**src/rtl/core/dds_header_mip_layout_defines.svh**
```systemverilog
// ----------------------------------------------------------------------------
// DDS header layout assertion macros
// Shared concurrent assertion forms for the layout block.
// ----------------------------------------------------------------------------
`ifndef DDS_HEADER_MIP_LAYOUT_DEFINES_SVH
`define DDS_HEADER_MIP_LAYOUT_DEFINES_SVH

// same-cycle implication, checked out of reset
`define DHML_ASSERT_IMP(label, ante, cons) \
    label: assert property (@(posedge clk) disable iff (!rst_n) (ante) |-> (cons)) \
        else $error("dhml same-cycle check failed");

// next-cycle implication, checked out of reset
`define DHML_ASSERT_NXT(label, ante, cons) \
    label: assert property (@(posedge clk) disable iff (!rst_n) (ante) |=> (cons)) \
        else $error("dhml next-cycle check failed");

`endif

```
**src/rtl/core/dhml_pkg.sv**
```systemverilog
// ----------------------------------------------------------------------------
// DDS header layout package
// Shared types, codes and helpers for the header front end and surface walker.
// ----------------------------------------------------------------------------
package dhml_pkg;

    localparam int unsigned HEADER_BYTES   = 128;
    localparam int unsigned MAX_MIP_LEVELS = 10;
    localparam int unsigned QUEUE_DEPTH    = 2;
    localparam int unsigned QPTR_W         = $clog2(QUEUE_DEPTH);

    localparam logic [2:0] ST_OK       = 3'd0;
    localparam logic [2:0] ST_MAGIC    = 3'd1;
    localparam logic [2:0] ST_HSIZE    = 3'd2;
    localparam logic [2:0] ST_TYPE     = 3'd3;
    localparam logic [2:0] ST_FORMAT   = 3'd4;
    localparam logic [2:0] ST_CORRUPT  = 3'd5;
    localparam logic [2:0] ST_MIPS     = 3'd6;

    localparam logic [1:0] KIND_2D     = 2'd0;
    localparam logic [1:0] KIND_CUBE   = 2'd1;
    localparam logic [1:0] KIND_VOLUME = 2'd2;

    localparam logic [3:0] FMT_BGR8    = 4'd0;
    localparam logic [3:0] FMT_RGB8    = 4'd1;
    localparam logic [3:0] FMT_DXT1    = 4'd6;
    localparam logic [3:0] FMT_DXT3    = 4'd7;
    localparam logic [3:0] FMT_DXT5    = 4'd8;
    localparam logic [3:0] FMT_RGBA16F = 4'd9;
    localparam logic [3:0] FMT_RGBA32F = 4'd10;

    typedef struct packed {
        logic [2:0]  status;
        logic [3:0]  fmt;
        logic [1:0]  kind;
        logic        cube_inc;
        logic [3:0]  mips;
        logic [31:0] width;
        logic [31:0] height;
        logic [31:0] depth;
        logic [31:0] length;
    } job_t;

    // bytes per pixel, or per 4x4 block for the DXT formats
    function automatic logic [4:0] bytes_per_unit(input logic [3:0] fmt);
        logic [4:0] b;
        case (fmt)
            4'd0, 4'd1:             b = 5'd3;
            4'd2, 4'd3, 4'd4, 4'd5: b = 5'd4;
            4'd6, 4'd9:             b = 5'd8;
            default:                b = 5'd16;
        endcase
        return b;
    endfunction

endpackage

```
**src/rtl/core/dhml_queue.sv**
```systemverilog
// ----------------------------------------------------------------------------
// DDS header job queue
// Short first-in first-out store between the front end and the walker.
// ----------------------------------------------------------------------------
module dhml_queue
(
    input  logic                clk,
    input  logic                rst_n,
    input  logic                push,
    input  dhml_pkg::job_t      push_job,
    input  logic                pop,
    output dhml_pkg::job_t      head_job,
    output logic                empty,
    output logic                full
);
    import dhml_pkg::*;

    logic [QPTR_W-1:0] wr_ptr_reg, wr_ptr_next;
    logic [QPTR_W-1:0] rd_ptr_reg, rd_ptr_next;
    logic [QPTR_W:0]   count_reg, count_next;
    job_t              store_reg [QUEUE_DEPTH];

    assign empty    = (count_reg == '0);
    assign full     = (count_reg == (QPTR_W+1)'(QUEUE_DEPTH));
    assign head_job = store_reg[rd_ptr_reg];

    always_comb
    begin
        wr_ptr_next = wr_ptr_reg;
        rd_ptr_next = rd_ptr_reg;
        count_next  = count_reg;
        if (push)
            wr_ptr_next = (wr_ptr_reg == QPTR_W'(QUEUE_DEPTH - 1)) ? '0 : wr_ptr_reg + 1'b1;
        if (pop)
            rd_ptr_next = (rd_ptr_reg == QPTR_W'(QUEUE_DEPTH - 1)) ? '0 : rd_ptr_reg + 1'b1;
        if (push && !pop)
            count_next = count_reg + 1'b1;
        else if (pop && !push)
            count_next = count_reg - 1'b1;
    end

    always_ff @(posedge clk or negedge rst_n)
    begin
        if (!rst_n)
        begin
            wr_ptr_reg <= '0;
            rd_ptr_reg <= '0;
            count_reg  <= '0;
        end
        else
        begin
            wr_ptr_reg <= wr_ptr_next;
            rd_ptr_reg <= rd_ptr_next;
            count_reg  <= count_next;
        end
    end

    always_ff @(posedge clk)
    begin
        if (push)
            store_reg[wr_ptr_reg] <= push_job;
    end

endmodule

```
**config.mk**
```make
export PLATFORM = sky130hd
export DESIGN_NAME = dhml_queue
export DESIGN_NICKNAME = d
export VERILOG_FILES = /design/src/rtl/core/dds_header_mip_layout_defines.svh /design/src/rtl/core/dhml_pkg.sv /design/src/rtl/core/dhml_queue.sv
export SDC_FILE = /design/constraint.sdc
export NUM_CORES = 1
export LEC_CHECK = 0
export ABC_AREA = 0
export BUFFER_PORTS_ARGS = -buffer_cell sky130_fd_sc_hd__buf_2
export CORE_ASPECT_RATIO = 1.2
export CORE_MARGIN = 8
export CORE_UTILIZATION = 45
export DETAILED_ROUTE_END_ITERATION = 8
export HOLD_SLACK_MARGIN = 0.12
export PLACE_DENSITY_LB_ADDON = 0.08
export REMOVE_ABC_BUFFERS = 1
export SETUP_SLACK_MARGIN = 0.15
export SLEW_MARGIN = 40
export SYNTH_ARGS = -nofsm -noshare
export SYNTH_HDL_FRONTEND = slang
export SYNTH_SLANG_ARGS = --single-unit
```
**constraint.sdc**
```tcl
create_clock -name clk -period 10.45 [get_ports clk]
set_input_delay 0 -clock clk [delete_from_list [all_inputs] [get_ports clk]]
set_output_delay 0 -clock clk [all_outputs]
set_load 0.1 [all_outputs]
```
# Word level (Yosys, flattened, before mapping)
# Memories as Yosys holds them, arrays and structs flattened.
# Cells that the tools add are included.
dict set report totals {
  out_inout_bits 144
  mem_count 1
  inputBits 146
  regBits 4
  mem_bits_rw 284
}
dict set report classes {
  muxes 6
  add_sub_neg 4
  n_reduce_logical 6
  eq_ne 1
}
# name depth word_bits read_ports rd_ports_with_merged_regs wr line
set memory_table {}
lappend memory_table {store_reg 2 142 1 0 1 dhml_queue.sv:21} ;# job_t store_reg [QUEUE_DEPTH];
# op n
set op_table {}
lappend op_table {{$mux W1} 4}
lappend op_table {{$mux W2} 2}
lappend op_table {{$add A1 B1 Y1 const B} 2}
lappend op_table {{$add A2 B1 Y2 const B} 1}
lappend op_table {{$eq A2 B2 Y1 const B} 1}
lappend op_table {{$logic_and A1 B1 Y1} 2}
lappend op_table {{$logic_not A1 Y1} 2}
lappend op_table {{$logic_not A2 Y1} 1}
lappend op_table {{$reduce_bool A2 Y1} 1}
lappend op_table {{$sub A2 B1 Y2 const B} 1}

# Logic depth before layout (Yosys ltp)
dict set report depth {
  depth_word 4
  mapped_depth 5
}

# Worst setup path after synthesis
# Ideal clock, no wire load.
dict set report synth_timing {
  path_kind {register to register}
  start {register wr_ptr_reg}
  end {memory store_reg[0][0] (netlist bit), enable pin}
  stages_incl_launch_ff 2
  arrival_time_ps 6673
  n_path_buf 0
  slack_ps 3115
  cell_sequence {dfrtp_1 -> nor2b_1}
}
# item line
set synth_rtl {}
lappend synth_rtl {{from (decl)} dhml_queue.sv:18} ;# logic [QPTR_W-1:0] wr_ptr_reg, wr_ptr_next;
lappend synth_rtl {{from (signal assigned)} dhml_queue.sv:52} ;# wr_ptr_reg <= wr_ptr_next;
lappend synth_rtl {{to (decl)} dhml_queue.sv:21}
# Straight into the memory's write port.

==> out/qor.csv <==
stage,metric,value,unit
global_route,grt_overflow_total,0,
run_status,outcome,"finished, final reports clean",
global_route,grt_pass1_vias,6446,
placed_design,dpl.hpwl,15.1,mm
finish,antenna_cells,0,
worst_setup_path,crit_path_end_kind,output port,
worst_setup_path,path_max_fanout,72,
clock_network,cts_setup_buffers,0,
detailed_routing,drc,0,
finish,finish.utilization,62.6,%
synth,synth_cells,458,
clock_network,cts.sinks,288,
floorplanning,ios,290,
global_route,grt_max_degree,73,
global_route,grt_pass1_wl,34.7,mm
finish,largest_reg_flops,284,
finish,area_growth,38.3,%
synth,yosysUniqueCellTypes,13,
clock_network,clock-root-buffer,clkbuf_16,
finish,drive_gt1_share,50.7,%
floorplanning,coreArea,23700,um2
synth,synth_warnings,0,
sta,setup_viol,0,
worst_setup_path,worst-endpoint-required,10450,ps
synth,syn_area,10700,um2
sta,fmax,0.352,GHz
sta,hold_violations,0,
sta,layout_min_cycle_time,2840,ps
clock_network,cts_resized,0,
synth,syn_area_per_cell,23.4,um2
synth,seq_area_frac_synth,80.5,%
worst_setup_path,critical_path_class,reg -> out,
floorplanning,row_count,62,
clock_network,cts-buffers-inserted,28,
floorplanning,dieArea,29000,um2
detailed_routing,wl,23.0,mm
clock_network,htree_levels,1,
placed_design,io_buffers,289,
global_route,antenna_found_initial,0,
detailed_routing,vias,5840,
sta,worst_pin_slew,764,ps
placed_design,gp_routability_congestion,0.711,
detailed_routing,drt_iter0_markers,240,
detailed_routing,first_pass_iters,5,
sta,maxSlewViolCount,0,
clock_network,cts_tree,yes,
min_path,hp-class,in -> reg,
sta,skew,5.07,ps
worst_setup_path,start_kind,flip-flop,
clock_network,clkLatencyLatePin,520,ps
min_path,hold_start,push_job[90],
floorplanning,fp.dieH,185,um
sta,fin_setup_tns,0,ps
synth,synth_seq_cells,288,
finish,nets,1061,
clock_network,cts_buffer_depth,3,
worst_setup_path,r2r_start,wr_ptr_reg,
floorplanning,start_util,45.3,%
global_route,grt.total_usage,15.4,%
floorplanning,die_w,157,um
clock_network,clk_pin_slew,60,ps
sta,period_share,27.2,%
worst_setup_path,crit_start,rd_ptr_reg,
job,maxCapViolations,0,
sta,rsz0062_at_grt,false,
worst_setup_path,crit_arrival,2840,ps
detailed_routing,routedWlPerCell,18.4,um
sta,relSlewSlack,49.1,%
detailed_routing,postRouteAntennaNets,0,
detailed_routing,routed_via_density,4.66,
[kinds of logic (layout without fill, tap and decap cells)]
family                   count (synthesis)  in the layout  synth area share [%]
XOR/XNOR                                 5              5                 0.409
AND/OR/NAND/NOR                          5              5                 0.245
adder cells (fa/ha/maj)                  1              1                 0.117
buffers and inverters                   17            492                  1.31
flip-flops                             288            288                  80.5
multiplexers                           142            142                  17.4
[Yosys cell counts]
cell type	count	area share, %
and2_1	1	0.058
mux2_4	70	9.8
mux2_2	72	7.6
inv_1	1	0.035
xor2_1	4	0.33
xnor2_1	1	0.082
ha_1	1	0.12
edfxtp_1	284	80
buf_6	9	0.95
nor2_1	2	0.070
nor2b_1	2	0.12
buf_2	7	0.33
dfrtp_1	4	0.93
[cell usage in the layout, fill, tap and decap left out]
cell type      count
and2_4             1
buf_12             3
buf_2            289
buf_6              3
clkbuf_1          11
clkbuf_16         29
clkbuf_8           1
clkinv_1           6
clkinv_2           2
dfrtp_1            3
dfrtp_4            1
dlygate4sd3_1    146
edfxtp_1         284
ha_1               1
inv_1              1
inv_6              1
mux2_2            72
mux2_4            70
nor2_1             2
nor2b_1            1
nor2b_4            1
xnor2_1            1
xor2_1             4
[final timing paths]
kind                                          to  slack, ps  cells past startpoint
worst max-delay path               head_job[125]       7610                      4
worst min-delay path            store_reg[1][90]        200                      2
worst max register to register  store_reg[1][12]       8430                      2
worst min register to register      count_reg[1]        510                      1
max in group asynchronous             rd_ptr_reg       9850                      3
min in group asynchronous             rd_ptr_reg        400                      3
[through the flow]
step	cells	hold slack (ps)	instance area [um2]	worst slack (ps)
floorplan	442	-296	10600	3110
global placement	1055	-183	12500	7370
detailed placement	1058	-180	12500	8060
CTS	1253	166	14800	7510
global route	1253	185	14800	7450
finish	1253	198	14800	7610
[final cells by class]
| cell class | count | area [um2] |
|---|---|---|
| clock buffers | 40 | 767 |
| clock inverters | 9 | 41.3 |
| fillers | 1739 | 8850 |
| inverters | 1 | 3.75 |
| multi-input cells | 153 | 1950 |
| flip-flops and latches | 288 | 8630 |
| well taps | 320 | 400 |
| repair buffers | 442 | 3020 |
[critical path, cell delays in order, from the launching register on]
cell and delay (ps):
dfrtp_4 620, buf_12 260, clkbuf_8 610, mux2_2 300
buf_2 420
[repair_timing]
| action | in CTS | in global routing |
|---|---|---|
| hold endpoints to repair | 292 | 0 |
| endpoints found under the setup margin | 0 | 0 |
| hold buffers | 146 | 0 |
[layer usage]
layer,vias to the layer above,track usage [%],part of all wire [%]
li1,2738,-,-
met1,2863,18.0,38
met2,201,27.5,52
met3,38,3.97,7.6
met4,0,4.47,2.3
met5,-,0,0
Power is not shown: default switching activity piles up to over one toggle a cycle in this logic, so the estimate is an artifact.
