**src/rtl/core/dds_header_mip_layout_defines.svh**
```systemverilog
// ----------------------------------------------------------------------------
// DDS header layout assertion macros
// Shared concurrent assertion forms for the layout block.
// ----------------------------------------------------------------------------
`ifndef DDS_HEADER_MIP_LAYOUT_DEFINES_SVH
`define DDS_HEADER_MIP_LAYOUT_DEFINES_SVH

// same-cycle implication, checked out of reset
`define DHML_ASSERT_IMP(label, ante, cons) \
    label: assert property (@(posedge clk) disable iff (!rst_n) (ante) |-> (cons)) \
        else $error("dhml same-cycle check failed");

// next-cycle implication, checked out of reset
`define DHML_ASSERT_NXT(label, ante, cons) \
    label: assert property (@(posedge clk) disable iff (!rst_n) (ante) |=> (cons)) \
        else $error("dhml next-cycle check failed");

`endif

```
**src/rtl/core/dhml_pkg.sv**
```systemverilog
// ----------------------------------------------------------------------------
// DDS header layout package
// Shared types, codes and helpers for the header front end and surface walker.
// ----------------------------------------------------------------------------
package dhml_pkg;

    localparam int unsigned HEADER_BYTES   = 128;
    localparam int unsigned MAX_MIP_LEVELS = 10;
    localparam int unsigned QUEUE_DEPTH    = 2;
    localparam int unsigned QPTR_W         = $clog2(QUEUE_DEPTH);

    localparam logic [2:0] ST_OK       = 3'd0;
    localparam logic [2:0] ST_MAGIC    = 3'd1;
    localparam logic [2:0] ST_HSIZE    = 3'd2;
    localparam logic [2:0] ST_TYPE     = 3'd3;
    localparam logic [2:0] ST_FORMAT   = 3'd4;
    localparam logic [2:0] ST_CORRUPT  = 3'd5;
    localparam logic [2:0] ST_MIPS     = 3'd6;

    localparam logic [1:0] KIND_2D     = 2'd0;
    localparam logic [1:0] KIND_CUBE   = 2'd1;
    localparam logic [1:0] KIND_VOLUME = 2'd2;

    localparam logic [3:0] FMT_BGR8    = 4'd0;
    localparam logic [3:0] FMT_RGB8    = 4'd1;
    localparam logic [3:0] FMT_DXT1    = 4'd6;
    localparam logic [3:0] FMT_DXT3    = 4'd7;
    localparam logic [3:0] FMT_DXT5    = 4'd8;
    localparam logic [3:0] FMT_RGBA16F = 4'd9;
    localparam logic [3:0] FMT_RGBA32F = 4'd10;

    typedef struct packed {
        logic [2:0]  status;
        logic [3:0]  fmt;
        logic [1:0]  kind;
        logic        cube_inc;
        logic [3:0]  mips;
        logic [31:0] width;
        logic [31:0] height;
        logic [31:0] depth;
        logic [31:0] length;
    } job_t;

    // bytes per pixel, or per 4x4 block for the DXT formats
    function automatic logic [4:0] bytes_per_unit(input logic [3:0] fmt);
        logic [4:0] b;
        case (fmt)
            4'd0, 4'd1:             b = 5'd3;
            4'd2, 4'd3, 4'd4, 4'd5: b = 5'd4;
            4'd6, 4'd9:             b = 5'd8;
            default:                b = 5'd16;
        endcase
        return b;
    endfunction

endpackage

```
**src/rtl/core/dhml_front.sv**
```systemverilog
// ----------------------------------------------------------------------------
// DDS header front end
// Collects header words, validates the header and queues one job per header.
// ----------------------------------------------------------------------------
module dhml_front
(
    input  logic                clk,
    input  logic                rst_n,
    input  logic                accept,
    input  logic [31:0]         header_word,
    input  logic                first_word,
    input  logic [31:0]         file_length,
    output logic                push,
    output dhml_pkg::job_t      job
);
    import dhml_pkg::*;

    logic [4:0]  word_count_reg, word_count_next;
    logic        active_reg, active_next;
    logic        magic_ok_reg, magic_ok_next;
    logic [31:0] length_reg, length_next;
    logic [31:0] fields_reg [14];

    logic        act_eff;
    logic [4:0]  wc_eff;
    logic        slot_hit;
    logic [3:0]  slot;

    logic [31:0] flags, caps2, pff, cc, mips32;
    logic [1:0]  kind;
    logic        kind_bad, cube_inc;
    logic [3:0]  fmt;
    logic        fmt_ok;
    logic [2:0]  status;

    assign act_eff = first_word | active_reg;
    assign wc_eff  = first_word ? 5'd0 : word_count_reg;

    always_comb
    begin
        slot_hit = 1'b1;
        slot     = 4'd0;
        unique case (wc_eff)
            5'd1:    slot = 4'd0;
            5'd2:    slot = 4'd1;
            5'd3:    slot = 4'd2;
            5'd4:    slot = 4'd3;
            5'd6:    slot = 4'd4;
            5'd7:    slot = 4'd5;
            5'd20:   slot = 4'd6;
            5'd21:   slot = 4'd7;
            5'd22:   slot = 4'd8;
            5'd23:   slot = 4'd9;
            5'd24:   slot = 4'd10;
            5'd25:   slot = 4'd11;
            5'd26:   slot = 4'd12;
            5'd28:   slot = 4'd13;
            default: slot_hit = 1'b0;
        endcase
    end

    assign flags = fields_reg[1];
    assign pff   = fields_reg[6];
    assign cc    = fields_reg[7];
    assign caps2 = fields_reg[13];

    always_comb
    begin
        kind     = KIND_2D;
        kind_bad = 1'b0;
        cube_inc = 1'b0;
        if (caps2 == 32'd0)
        begin
            kind = KIND_2D;
        end
        else if (caps2[9])
        begin
            kind     = KIND_CUBE;
            cube_inc = (caps2[15:10] != 6'h3f);
        end
        else if (caps2[21])
        begin
            kind = KIND_VOLUME;
        end
        else
        begin
            kind_bad = 1'b1;
        end
    end

    always_comb
    begin
        fmt    = FMT_BGR8;
        fmt_ok = 1'b0;
        if (pff[2])
        begin
            fmt_ok = 1'b1;
            if (cc == 32'h31545844)      fmt = FMT_DXT1;
            else if (cc == 32'h33545844) fmt = FMT_DXT3;
            else if (cc == 32'h35545844) fmt = FMT_DXT5;
            else if (cc == 32'd113)      fmt = FMT_RGBA16F;
            else if (cc == 32'd116)      fmt = FMT_RGBA32F;
            else                         fmt_ok = 1'b0;
        end
        else if (pff[6])
        begin
            fmt_ok = 1'b1;
            if (fields_reg[9] == 32'h00ff0000 && fields_reg[10] == 32'h0000ff00
                && fields_reg[11] == 32'h000000ff)
                fmt = FMT_BGR8;
            else if (fields_reg[9] == 32'h000000ff && fields_reg[10] == 32'h0000ff00
                && fields_reg[11] == 32'h00ff0000)
                fmt = FMT_RGB8;
            else
                fmt_ok = 1'b0;
            if (fmt_ok && fields_reg[8] == 32'd32)
            begin
                if (!pff[0] || fields_reg[12] == 32'd0)
                    fmt = fmt + 4'd2;
                else
                    fmt = fmt + 4'd4;
            end
        end
    end

    assign mips32 = flags[17] ? fields_reg[5] : 32'd1;

    always_comb
    begin
        if (!magic_ok_reg || length_reg <= HEADER_BYTES)
            status = ST_MAGIC;
        else if (fields_reg[0] != 32'd124)
            status = ST_HSIZE;
        else if (kind_bad)
            status = ST_TYPE;
        else if (!fmt_ok)
            status = ST_FORMAT;
        else if (mips32 > MAX_MIP_LEVELS)
            status = ST_MIPS;
        else
            status = ST_OK;
    end

    always_comb
    begin
        job.status   = status;
        job.fmt      = (status == ST_OK || status == ST_MIPS) ? fmt : FMT_BGR8;
        job.kind     = (status == ST_OK || status == ST_MIPS || status == ST_FORMAT)
                       ? kind : KIND_2D;
        job.cube_inc = (status == ST_OK || status == ST_MIPS || status == ST_FORMAT)
                       ? cube_inc : 1'b0;
        job.mips     = mips32[3:0];
        job.width    = fields_reg[3];
        job.height   = fields_reg[2];
        job.depth    = (kind == KIND_VOLUME) ? fields_reg[4] : 32'd1;
        job.length   = length_reg;
    end

    assign push = accept && act_eff && (wc_eff == 5'd31);

    always_comb
    begin
        word_count_next = word_count_reg;
        active_next     = active_reg;
        magic_ok_next   = magic_ok_reg;
        length_next     = length_reg;
        if (accept)
        begin
            if (first_word)
                length_next = file_length;
            if (act_eff)
            begin
                if (wc_eff == 5'd0)
                    magic_ok_next = (header_word == 32'h20534444);
                if (wc_eff == 5'd31)
                begin
                    active_next     = 1'b0;
                    word_count_next = 5'd0;
                end
                else
                begin
                    active_next     = 1'b1;
                    word_count_next = wc_eff + 5'd1;
                end
            end
        end
    end

    always_ff @(posedge clk or negedge rst_n)
    begin
        if (!rst_n)
        begin
            word_count_reg <= 5'd0;
            active_reg     <= 1'b0;
            magic_ok_reg   <= 1'b0;
            length_reg     <= 32'd0;
        end
        else
        begin
            word_count_reg <= word_count_next;
            active_reg     <= active_next;
            magic_ok_reg   <= magic_ok_next;
            length_reg     <= length_next;
        end
    end

    always_ff @(posedge clk)
    begin
        if (accept && act_eff && slot_hit)
            fields_reg[slot] <= header_word;
    end

endmodule

```
**config.mk**
```make
export PLATFORM = sky130hd
export DESIGN_NAME = dhml_front
export DESIGN_NICKNAME = d
export VERILOG_FILES = /design/src/rtl/core/dds_header_mip_layout_defines.svh /design/src/rtl/core/dhml_pkg.sv /design/src/rtl/core/dhml_front.sv
export SDC_FILE = /design/constraint.sdc
export NUM_CORES = 1
export LEC_CHECK = 0
export BUFFER_PORTS_ARGS = -buffer_cell sky130_fd_sc_hd__buf_2
export CORE_ASPECT_RATIO = 0.8
export CORE_MARGIN = 3
export CORE_UTILIZATION = 35
export DETAILED_ROUTE_END_ITERATION = 16
export GPL_ROUTABILITY_DRIVEN = 1
export PLACE_DENSITY = 0.54
export SYNTH_ARGS = -nofsm -noshare
export SYNTH_HDL_FRONTEND = slang
export SYNTH_SLANG_ARGS = --single-unit
```
**constraint.sdc**
```tcl
create_clock -name clk -period 4.39 [get_ports clk]
set_input_delay 1.317 -clock clk [delete_from_list [all_inputs] [get_ports clk]]
set_output_delay 1.317 -clock clk [all_outputs]
set_load 0.02 [all_outputs]
```
# After elaboration in Yosys (flattened, before gate mapping)
# Memories as Yosys holds them, arrays and structs flattened.
# Index checks and enable logic that the tools add are counted.
# op_classes
muxes,49
n_bitwise,1
eq_ne,32
magnitude_cmp,2
n_reduce_logical,22
addsub,3
# ops
op,n
$eq A32 B30 Y1 const B,4
$eq A32 B24 Y1 const B,2
$eq A32 B7 Y1 const B,2
$eq A32 B8 Y1 const B,2
$logic_not A32 Y1,2
$mux W32,2
$pmux W4 S13,1
$mux W4,12
$eq A5 B5 Y1 const B,9
$eq A32 B16 Y1 const B,1
$eq A32 B6 Y1 const B,1
$gt A32 B4 Y1 const B,1
$le A32 B8 Y1 const B,1
$ne A32 B7 Y1 const B,1
$mux W1,23
$eq A5 B3 Y1 const B,3
$mux W3,5
$reduce_or A14 Y1,1
$eq A5 B2 Y1 const B,2
$mux W5,2
$logic_and A1 B1 Y1,8
$mux W2,4
$eq A3 B3 Y1 const B,2
$ne A6 B6 Y1 const B,1
other kinds (12),17
# totals
reg_bits,39
ramBits,448
n_memories,1
word_cells,114
out_inout_bits,143
inputBits,68
# memory_table
memory,depth,width,read_ports,rd_clocked_by_memory_dff,write_ports,line_no,rtl
fields_reg,14,32,14,0,1,dhml_front.sv:22,logic [31:0] fields_reg [14];

# Logic depth before layout (Yosys ltp)
# Gate-level depths: netlist (run 1).
# An unclocked memory read counts as a cell.
# logic_depth
depth_word,18
ltp_mapped,11
ltp_nobuf,10

# Least setup slack after synthesis (run 1)
# Ideal clock, no wire load.
# synth_timing
kind,input-to-reg
from,input first_word
to,"memory fields_reg[4][0], enable pin"
n_path_buf,1
arrival_time_ps,4385
setup_slack_ps,-416
path_stages,10
required_ps,3969
setup_time_ps,421
path_cell_list,clkbuf_1 > inv_1 > nand2_1 > ha_1 > o21ai_0 > o32ai_1 > a22oi_1 > a211oi_1 > nand2_1 > nor2_1
# synth_between
elab_chain_len,7
elab_cells_between_ends,23
cone_classes,eq/ne: 14; mux: 5; bitwise: 1; reduce/logical: 3
# synth_rtl
item,line_no,rtl
"start, declared",dhml_front.sv:11,"input logic first_word,"
$mux W5,dhml_front.sv:37,assign wc_eff = first_word ? 5'd0 : word_count_reg;
"$eq A5 B5 Y1, or another cell as far along",dhml_front.sv:43,unique case (wc_eff)
$reduce_or A14 Y1 (no line),n/a,
$mux W1,dhml_front.sv:43,
$logic_and A1 B1 Y1,dhml_front.sv:209,if (accept && act_eff && slot_hit)
$mux W1,dhml_front.sv:209,
$mux W1 (implied by the code),dhml_front.sv:210,fields_reg[slot] <= header_word;
"end, declared",dhml_front.sv:22,
# Parallel ways exist; a longest one is shown, timed or not.

==> results of run 1 <==
per-stage QoR:
stage               hold WS [ps]  total power, µW  util (%)  TNS (ps)  std cells
global placement           505.8             5100     40.56         0       1565
finish                     529.1             9044     44.79    -173.4       1655
CTS                        517.4             9156     44.59    -280.7       1651
detailed placement         502.3             5102     40.56         0       1565
global route               544.1             9375     44.79    -614.5       1654
floorplan                  448.1             4855         -   -131170        789
synthesized netlist by cell type, types with 3 or more instances:
master,instances
o31ai_1,6
dfrtp_1,39
nor3b_1,4
ha_1,5
nor2_1,35
nand4b_1,7
nand4_1,25
or3_1,3
clkbuf_1,6
and2_1,36
nor3_1,11
nor4_1,64
buf_1,3
a211oi_1,3
nor4b_1,9
nand3_1,7
nand2b_1,6
or4_1,6
edfxtp_1,388
mux2_2,33
nand2_1,26
o21ai_0,8
a21oi_1,11
inv_1,7
cell families (layout without fill, tap and decap cells):
| group | Yosys count | in the layout |
|---|---|---|
| XOR/XNOR | 2 | 2 |
| other | 0 | 1 |
| flip-flops | 427 | 427 |
| multiplexers | 34 | 34 |
| AND/OR/NAND/NOR | 255 | 255 |
| adder cells (fa/ha/maj) | 5 | 5 |
| buffers and inverters | 16 | 329 |
| AO/OA/AOI/OAI | 50 | 50 |
metal layers:
| metal | vias to the layer above | part of all wire (%) |
|---|---|---|
| met5 | - | 0 |
| met4 | 0 | 1.7 |
| met3 | 43 | 8.1 |
| met2 | 307 | 45 |
| met1 | 4257 | 45 |
| li1 | 3748 | - |
area by class of cell:
class / instances / area (µm²) / area share (%)
clock buffers: 57 / 1192 / 6.313
inverters: 7 / 26.28 / 0.1391
repair buffers: 239 / 1445 / 7.651
diodes: 1 / 2.502 / 0.01325
well taps: 552 / 690.7 / 3.657
flip-flops and latches: 427 / 12630 / 66.85
clock inverters: 26 / 392.9 / 2.080
multi-input cells: 346 / 2511 / 13.29
layout by cell type (no fill, tap or decap), types with 22 or more instances in the layout:
cell       Yosys  routed
edfxtp_1     388     388
and2_1        36      36
nor2_1        35      22
clkbuf_16      0      46
nand4_1       25      25
dfrtp_1       39      39
nor4_1        64      58
nand2_1       26      26
buf_2          0     204
mux2_2        33      33
report_power, final:
| group | internal (µW) | total (µW) | switching [µW] |
|---|---|---|---|
| clock | 2470 | 4030 | 1560 |
| sequential | 4530 | 4590 | 61.8 |
| combinational | 133 | 420 | 286 |
| total | 7140 | 9040 | 1910 |
worst paths after layout:
| check | end | slack, ps | cells after the start |
|---|---|---|---|
| worst max-delay path | job[135] | -60 | 7 |
| worst min-delay path | word_count_reg[0]$_DFFE_PN0P_ | 530 | 2 |
| min in group asynchronous | length_reg[21]$_DFFE_PN0P_ | 880 | 1 |
| max in group asynchronous | length_reg[1]$_DFFE_PN0P_ | 2960 | 1 |
| worst min register to register | word_count_reg[0]$_DFFE_PN0P_ | 530 | 2 |
| worst max register to register | fields_reg[5][26]$_DFFE_PP_ | 1440 | 10 |
repair_timing:
action                     CTS  global route
setup endpoints to repair    5             7
pin swaps                    6             6
gates resized for setup     15            14
gates cloned                 0             0
setup buffers                3             3
critical path, cell delays in order, from the launching register on:
cell	delay (ps)
edfxtp_1	420
or4b_1	500
or4_4	470
o41ai_4	310
a211oi_4	110
or3_4	420
a21oi_1	170
buf_4	170
==> summary.txt, run 1 <==
outcome: finished with violations
violated checks: setup timing
Total Nets Final: 1139
met3 Use GR: 4.255%
max-cap viol count: 0
RSZ-0062 raised after global routing: yes
vias per std cell: 5.048
Fillers: 3661
crit path max fanout: 4
GRT busiest layer: met2
Die X: 237.6 µm
CTS tree: yes
CP startpoint: fields_reg[7][3]$_DFFE_PP_
post-synth top area share: 77.55%
I/O Pins: 211
H-tree depth: 2
post-synthesis register bit count: 427
drt pass-1 iters: 5
vias in the first global route: 8371
mapped cell area: 15020 µm²
# setup viols final: 5
FFs w/ async S/R, synth: 9.133%
Synth Area in Compound Gates: 2.424%
area delta synth->final: 25.73%
Overall Global Routing Usage: 16.36%
antenna violations before repair: 4
gr ovfl total: 0
dpl ws: 50.07 ps
Synthesized Nets: 862
Hold Buf Count CTS: 0
mux contribution to synthesized area: 2.540%
Setup crit start kind: flop
Residual DRC: 0
layout cells sized above 1: 34.21%
Initial Util: 35.63%
Synth Area in XOR/XNOR: 0.1166%
syn avg cell area: 19.04 µm²
Skew-Pair Late Insertion Delay: 550 ps
DR WL/cell: 22.50 µm
largest family of logic cells by synthesized area: simple AND/OR/NAND/NOR gates
FMAX: 224.6 MHz
leading area contributor after synthesis: edfxtp_1
post-synthesis sequential area ratio: 84.05%
clk buf depth: 3
yosys warns: 0
hpwl dp: 23010 µm
final worst slack: -63.01 ps
maximum VDD drop: 0.4515 mV
leakage power: 0.006496 µW
Synth area leaders: edfxtp_1 78%, dfrtp_1 6.5%, nor4_1 2.7%, mux2_2 2.5%, and2_1 1.5%
WL final: 37230 µm
Via Count: 8355
hold crit path type: flop to flop
Worst EP required: 3070 ps
ys flop type: edfxtp_1
Period minus WS final: 4453 ps
Max Slew Vio Count: 0
largest net degree at the start of global routing: 40
final hold violations: 0
DR iter-0 viols: 737
met2 usage: 25.48%
number of port buffers: 210
die area: 45460 µm²
CTS clk-pin slew, worst paths: 60 ps
Post-Synthesis Cells: 789
worst clock skew: 9.410 ps
clk root buf: clkbuf_16
antenna viol nets, final: 0
GP Congestion: 0.8085
Placed Area: 17100 µm²
number of flip-flops in the largest register: 388
Period Utilization, post-route: 101.4%
HP Start: word_count_reg[0]$_DFFE_PN0P_
Distinct cells, synth: 55
CP Capture Type: output port
CTS sink count: 427
Pwr Density: 478.8 nW/µm²
EDFF count, synth: 388
WP data arrival: 3140 ps
post-synthesis adder-cell area fraction: 0.4164%
Num CTS Buffers: 45
reg2reg start: word_count_reg[0]$_DFFE_PN0P_
Setup CP Type: flop to output port
global-route wire length before repair: 54590 µm
GRT met1 Usage: 23.20%
Core Box Area: 42170 µm²
cell area after layout: 18890 µm²
Worst-Margin Slew: 871.2 ps
die height: 191.3 µm
post-synthesis simple-gate area fraction: 10.05%
Rows: 67
max_slew headroom: 41.92%
Note: power is estimated with default switching activity, not from simulation.
==> run 2: changes to the inputs <==
Settings changed: CAP_MARGIN from default to 20, SETUP_SLACK_MARGIN from default to 0.02.
==> run 2 against run 1 <==
Against the previous run: combinational power about the same; largest cell class unchanged; critical path depth unchanged; power about the same; worst hold slack about the same; maximum frequency about the same; critical path type unchanged; via count up 0.19%; the flow still finishes with violations (setup timing); die area unchanged.
==> summary.txt, run 2 (synthesis results as in run 1) <==
clk buf depth: 3 (unchanged)
RSZ-0062 raised after global routing: yes (unchanged)
I/O Pins: 211 (unchanged)
Initial Util: 35.63% (unchanged)
clk root buf: clkbuf_16 (unchanged)
area delta synth->final: 25.74% (was 25.73%)
CP Capture Type: output port (unchanged)
final worst slack: -65.56 ps (was -63.01 ps)
DR WL/cell: 22.50 µm (about the same)
Num CTS Buffers: 45 (unchanged)
antenna viol nets, final: 0 (unchanged)
area of the multi-input gates: 2516 µm² (was 2511 µm²)
Worst EP required: 3070 ps (about the same)
Slowest cell on crit path: or4b_1 (unchanged)
commonest non-fill, non-tap cell in the layout: edfxtp_1 (unchanged)
max_slew headroom: 41.94% (was 41.92%)
Seq. cell area: 12630 µm² (unchanged)
Period Utilization, post-route: 101.5% (was 101.4%)
global-route wire length before repair: 54590 µm (unchanged)
CTS tree: yes (unchanged)
worst clock skew: 9.090 ps (was 9.410 ps)
die area: 45460 µm² (unchanged)
die height: 191.3 µm (unchanged)
number of port buffers: 210 (unchanged)
gr ovfl total: 0 (unchanged)
vias per std cell: 5.061 (was 5.048)
DR iter-0 viols: 719 (was 737)
# setup viols final: 5 (unchanged)
Rows: 67 (unchanged)
Total Nets Final: 1139 (unchanged)
Skew-Pair Late Insertion Delay: 560 ps (was 550 ps)
Hold Buf Count CTS: 0 (unchanged)
Via Count: 8371 (was 8355)
Placed Area: 17100 µm² (unchanged)
WP data arrival: 3140 ps (about the same)
layout cells sized above 1: 34.21% (unchanged)
crit path max fanout: 4 (unchanged)
CTS clk-pin slew, worst paths: 60 ps (about the same)
Pwr Density: 478.9 nW/µm² (was 478.8 nW/µm²)
largest net degree at the start of global routing: 40 (unchanged)
Bufs and invs on worst path: 1 (unchanged)
post-route insts no fill: 1654 (was 1655)
number of flip-flops in the largest register: 388 (unchanged)
clock network fraction of design power: 44.6% (about the same)
Final Core Density: 44.80% (was 44.79%)
maximum VDD drop: 0.4515 mV (about the same)
Max Slew Vio Count: 0 (unchanged)
Die X: 237.6 µm (unchanged)
Sw Share: 21.13% (was 21.11%)
antenna violations before repair: 4 (unchanged)
net switching power: 1912 µW (was 1909 µW)
register share of total power: 50.7% (was 50.8%)
outcome: finished with violations (unchanged)
vias in the first global route: 8371 (unchanged)
antenna cells: 0 (was 1)
Residual DRC: 0 (unchanged)
Top delay family on crit path: simple AND/OR/NAND/NOR gates (unchanged)
Core Box Area: 42170 µm² (unchanged)
Combinational Power Share: 4.6% (about the same)
leakage power: 0.006497 µW (was 0.006496 µW)
violated checks: setup timing (unchanged)
CP peak stage delay: 500 ps (about the same)
hpwl dp: 23010 µm (unchanged)
CP Cell Sequence: or4b_1, or4_4, o41ai_4, a211oi_4, or3_4, a21oi_1, buf_4 (unchanged)
Period minus WS final: 4456 ps (was 4453 ps)
max-cap viol count: 0 (unchanged)
Setup CP Type: flop to output port (unchanged)
Overall Global Routing Usage: 16.36% (unchanged)
cell area after layout: 18890 µm² (about the same)
FMAX: 224.4 MHz (was 224.6 MHz)
CTS sink count: 427 (unchanged)
Worst-Margin Slew: 870.9 ps (was 871.2 ps)
hold crit path type: flop to flop (unchanged)
WL final: 37220 µm (was 37230 µm)
drt pass-1 iters: 5 (unchanged)
most frequent cells in the layout: 388 x edfxtp_1, 204 x buf_2, 58 x nor4_1 (unchanged)
H-tree depth: 2 (unchanged)
GP Congestion: 0.8085 (unchanged)
Pint: 7135 µW (about the same)
final hold violations: 0 (unchanged)
Setup crit start kind: flop (unchanged)
Fillers: 3660 (was 3661)
placed insts: 1565 (unchanged)
run 2: cell count changes in the layout (fill, tap and decap cells not counted):
cell,before,now
nor2_2,10,9
nor2_4,3,4
diode_2,1,0
run 2: path summary, 6_finish.rpt:
check	startpoint	to	slack (ps)	cells past startpoint
setup reg to reg	word_count_reg[0]$_DFFE_PN0P_	fields_reg[5][28]$_DFFE_PP_	1450	10
hold reg to reg	word_count_reg[0]$_DFFE_PN0P_	word_count_reg[0]$_DFFE_PN0P_	530	2
setup / recovery	fields_reg[7][3]$_DFFE_PP_	job[135]	-70	7
hold / removal	word_count_reg[0]$_DFFE_PN0P_	word_count_reg[0]$_DFFE_PN0P_	530	2
min in group asynchronous	rst_n	length_reg[21]$_DFFE_PN0P_	880	1
max in group asynchronous	rst_n	length_reg[1]$_DFFE_PN0P_	2960	1
run 2: worst register-to-register path, cell delays in order, from the launching register on:
cell	delay, ps
dfrtp_1	370
nand2_1	100
inv_1	120
ha_1	240
o21ai_0	170
o32ai_1	270
a22oi_1	210
a211oi_1	330
nand2_1	240
nor2_2	330
buf_12	240
run 2: timing repair:
item / 4_1_cts / 5_1_grt
resized for setup: 15 / 15
pin swaps: 6 / 6
setup endpoints to repair: 6 / 7
buffers inserted: 3 / 3
run 2: power groups by stage:
stage | sequential [µW] | clock [µW] | combinational [µW]
2_1_floorplan | 4720 | 0 | 138
3_3_place_gp | 4670 | 0 | 427
3_5_place_dp | 4680 | 0 | 426
4_1_cts | 4590 | 4140 | 428
5_1_grt | 4600 | 4320 | 457
6_report | 4590 | 4040 | 420
run 2: area by class of cell:
type                            instances  share of cell area, %
Sequential cell                       427                  66.84
Tap cell                              552                  3.656
Timing Repair Buffer                  239                  7.650
Multi-Input combinational cell        346                  13.32
Clock buffer                           57                  6.312
Inverter                                7                 0.1391
Clock inverter                         26                  2.080
run 2: layer usage:
layer / wire [µm] / part of all wire [%] / global-route usage, %
met1: 16720 / 45 / 23.20
met2: 16760 / 45 / 25.48
met4: 616 / 1.7 / 3.765
met5: 0 / 0 / 0
met3: 3125 / 8.4 / 4.255
run 2: per-stage QoR:
step / worst slack, ps / hold WS, ps / TNS [ps] / power (µW)
after detailed placement: 50.07 / 502.3 / 0 / 5102
after floorplan: -416.5 / 448.1 / -131170 / 4855
after CTS: -90.43 / 517.4 / -280.7 / 9156
after global routing: -165.4 / 544.1 / -606.6 / 9375
after global placement: 146.7 / 505.8 / 0 / 5100
final: -65.56 / 529.3 / -191.8 / 9047
==> run 3: changes to the inputs <==
Settings changed: BUFFER_PORTS_ARGS -buffer_cell sky130_fd_sc_hd__buf_2 to -buffer_cell sky130_fd_sc_hd__buf_4, CORE_UTILIZATION 35 to 55, PLACE_DENSITY 0.54 to 0.78.
==> run 3 against run 2 <==
Against the previous run: the run still ends with setup timing left; design area down 0.90%; non-clock buffer count fell by 5; critical path depth unchanged; clock skew rose by 7.0 ps; sequential share of layout area increased by 0.61 points; power shrank 7.3%; critical path type unchanged; largest power group unchanged.
==> summary.txt, run 3 (synthesis results as in run 1) <==
outcome: finished with violations (unchanged)
violated checks: setup timing (unchanged)
clk root buf: clkbuf_16 (unchanged)
Combinational Power Share: 5.4% (was 4.6%)
worst clock skew: 16.08 ps (was 9.090 ps)
RR Endpoint: fields_reg[2][29]$_DFFE_PP_ (was fields_reg[5][28]$_DFFE_PP_)
Residual DRC: 0 (unchanged)
hold crit path type: flop to flop (unchanged)
layout cells sized above 1: 32.97% (was 34.21%)
antenna violations before repair: 0 (was 4)
number of port buffers: 210 (unchanged)
GP Congestion: 0.8788 (was 0.8085)
CTS tree: yes (unchanged)
Setup crit start kind: flop (unchanged)
Max Slew Vio Count: 0 (unchanged)
max_slew headroom: 60.48% (was 41.94%)
largest net degree at the start of global routing: 40 (unchanged)
CTS sink count: 427 (unchanged)
Core Box Area: 26590 µm² (was 42170 µm²)
most frequent cells in the layout: 388 x edfxtp_1, 222 x buf_4, 58 x nor4_1 (was 388 x edfxtp_1, 204 x buf_2, 58 x nor4_1)
Setup CP Type: flop to output port (unchanged)
Period Utilization, post-route: 101.0% (was 101.5%)
Die X: 190.8 µm (was 237.6 µm)
drt pass-1 iters: 5 (unchanged)
RSZ-0062 raised after global routing: yes (unchanged)
Final Core Density: 70.40% (was 44.80%)
leakage power: 0.006435 µW (was 0.006497 µW)
Num CTS Buffers: 40 (was 45)
Pwr Total: 8386 µW (was 9047 µW)
vias in the first global route: 8450 (was 8371)
Total Nets Final: 1129 (was 1139)
die area: 29350 µm² (was 45460 µm²)
Sw Share: 21.31% (was 21.13%)
net switching power: 1787 µW (was 1912 µW)
reg-to-reg slack, setup: 1380 ps (was 1450 ps)
setup_tns: -147.2 ps (was -191.8 ps)
Pint: 6599 µW (was 7135 µW)
CP peak stage delay: 550 ps (was 500 ps)
gr ovfl total: 0 (unchanged)
WL final: 34730 µm (was 37220 µm)
# setup viols final: 5 (unchanged)
HP Start: magic_ok_reg$_DFFE_PN0P_ (was word_count_reg[0]$_DFFE_PN0P_)
final worst slack: -45.32 ps (was -65.56 ps)
die height: 153.8 µm (was 191.3 µm)
crit path max fanout: 4 (unchanged)
WP data arrival: 3120 ps (was 3140 ps)
Worst EP required: 3070 ps (about the same)
Bufs and invs on worst path: 1 (unchanged)
Fillers: 1606 (was 3660)
DR iter-0 viols: 1082 (was 719)
antenna viol nets, final: 0 (unchanged)
maximum VDD drop: 0.3312 mV (was 0.4515 mV)
final hold violations: 0 (unchanged)
hpwl dp: 21650 µm (was 23010 µm)
Rows: 53 (was 67)
commonest non-fill, non-tap cell in the layout: edfxtp_1 (unchanged)
Endpoint, Worst Hold: magic_ok_reg$_DFFE_PN0P_ (was word_count_reg[0]$_DFFE_PN0P_)
FMAX: 225.5 MHz (was 224.4 MHz)
global-route wire length before repair: 51340 µm (was 54590 µm)
Placed Area: 17330 µm² (was 17100 µm²)
hold path depth: 2 (unchanged)
vias per std cell: 5.841 (was 5.061)
I/O Pins: 211 (unchanged)
area delta synth->final: 24.61% (was 25.74%)
antenna cells: 0 (unchanged)
Pwr Density: 447.9 nW/µm² (was 478.9 nW/µm²)
hold slack: 510.4 ps (was 529.3 ps)
Via Count: 8429 (was 8371)
Reg2Reg Depth: 10 (unchanged)
clock network fraction of design power: 39.8% (was 44.6%)
Worst-Margin Slew: 588.2 ps (was 870.9 ps)
Top delay family on crit path: simple AND/OR/NAND/NOR gates (unchanged)
CTS clk-pin slew, worst paths: 70 ps (was 60 ps)
DR WL/cell: 24.06 µm (was 22.50 µm)
Initial Util: 56.50% (was 35.63%)
Skew-Pair Late Insertion Delay: 550 ps (was 560 ps)
register share of total power: 54.8% (was 50.7%)
H-tree depth: 2 (unchanged)
Slowest cell on crit path: or4b_1 (unchanged)
Period minus WS final: 4435 ps (was 4456 ps)
number of flip-flops in the largest register: 388 (unchanged)
max-cap viol count: 0 (unchanged)
CP Capture Type: output port (unchanged)
cell area after layout: 18720 µm² (was 18890 µm²)
reg2reg start: word_count_reg[0]$_DFFE_PN0P_ (unchanged)
clk buf depth: 3 (unchanged)
CP Cell Sequence: or4b_1, or4_4, o41ai_4, a211oi_4, or3_4, nor3_2, buf_4 (was or4b_1, or4_4, o41ai_4, a211oi_4, or3_4, a21oi_1, buf_4)
Overall Global Routing Usage: 23.73% (was 16.36%)
Hold Buf Count CTS: 0 (unchanged)
[run 3: cell types whose count changed in the layout (fill, tap and decap cells not counted), moves of 2 or more]
cell / change
bufinv_16: -6
clkinv_1: +2
buf_4: +202
buf_6: -2
buf_2: -204
clkbuf_16: -6
clkinvlp_4: -3
clkinv_2: +2
[run 3: stage by stage]
stage	cells	setup WS [ps]
after floorplan	789	-416.5
after global placement	1365	293.3
after detailed placement	1365	188.8
after CTS	1441	-19.79
after global routing	1443	-133.0
final	1443	-45.32
[run 3: final cells by class]
class                      instances  area [µm²]  area share, %
inverter                           7       26.28         0.1404
clock buffer                      51        1052          5.621
timing repair buffer             234        1898          10.14
multi-input combinational        346        2459          13.13
tap                              357       446.7          2.386
sequential                       427       12630          67.45
clock inverter                    21       211.5          1.130
[run 3: metal layers]
metal,global-route usage (%),routed length (µm)
met1,34.45,13990
met2,36.56,16360
met3,5.927,3745
met4,6.636,624
met5,0,0
[run 3: power groups by stage]
stage / sequential (µW) / clock (µW) / combinational [µW]
global route: 4600 / 3540 / 484
global placement: 4670 / 0 / 448
CTS: 4590 / 3380 / 457
detailed placement: 4670 / 0 / 456
finish: 4590 / 3340 / 456
floorplan: 4720 / 0 / 138
[run 3: worst max path at each step]
stage                                from                           to  slack, ps  depth (start not counted)
4_1_cts        fields_reg[7][0]$_DFFE_PP_                     job[135]        -20                          7
2_1_floorplan                  first_word   fields_reg[4][0]$_DFFE_PP_       -420                         10
5_1_grt        fields_reg[7][0]$_DFFE_PP_                     job[136]       -130                          7
6_report       fields_reg[7][0]$_DFFE_PP_                     job[138]        -50                          7
3_5_place_dp                   first_word  fields_reg[2][29]$_DFFE_PP_        190                         12
3_3_place_gp                   first_word                         push        290                          9
[run 3: what timing repair did]
action                     4_1_cts  5_1_grt
gates resized for setup          7        7
setup endpoints to repair        6        8
pin swaps                        7        2
setup buffers                    4        2
[run 3: worst min-delay path: stages, from the launching register on]
cell and delay (ps):
dfrtp_1 360, nand2_1 50, o31ai_1 60
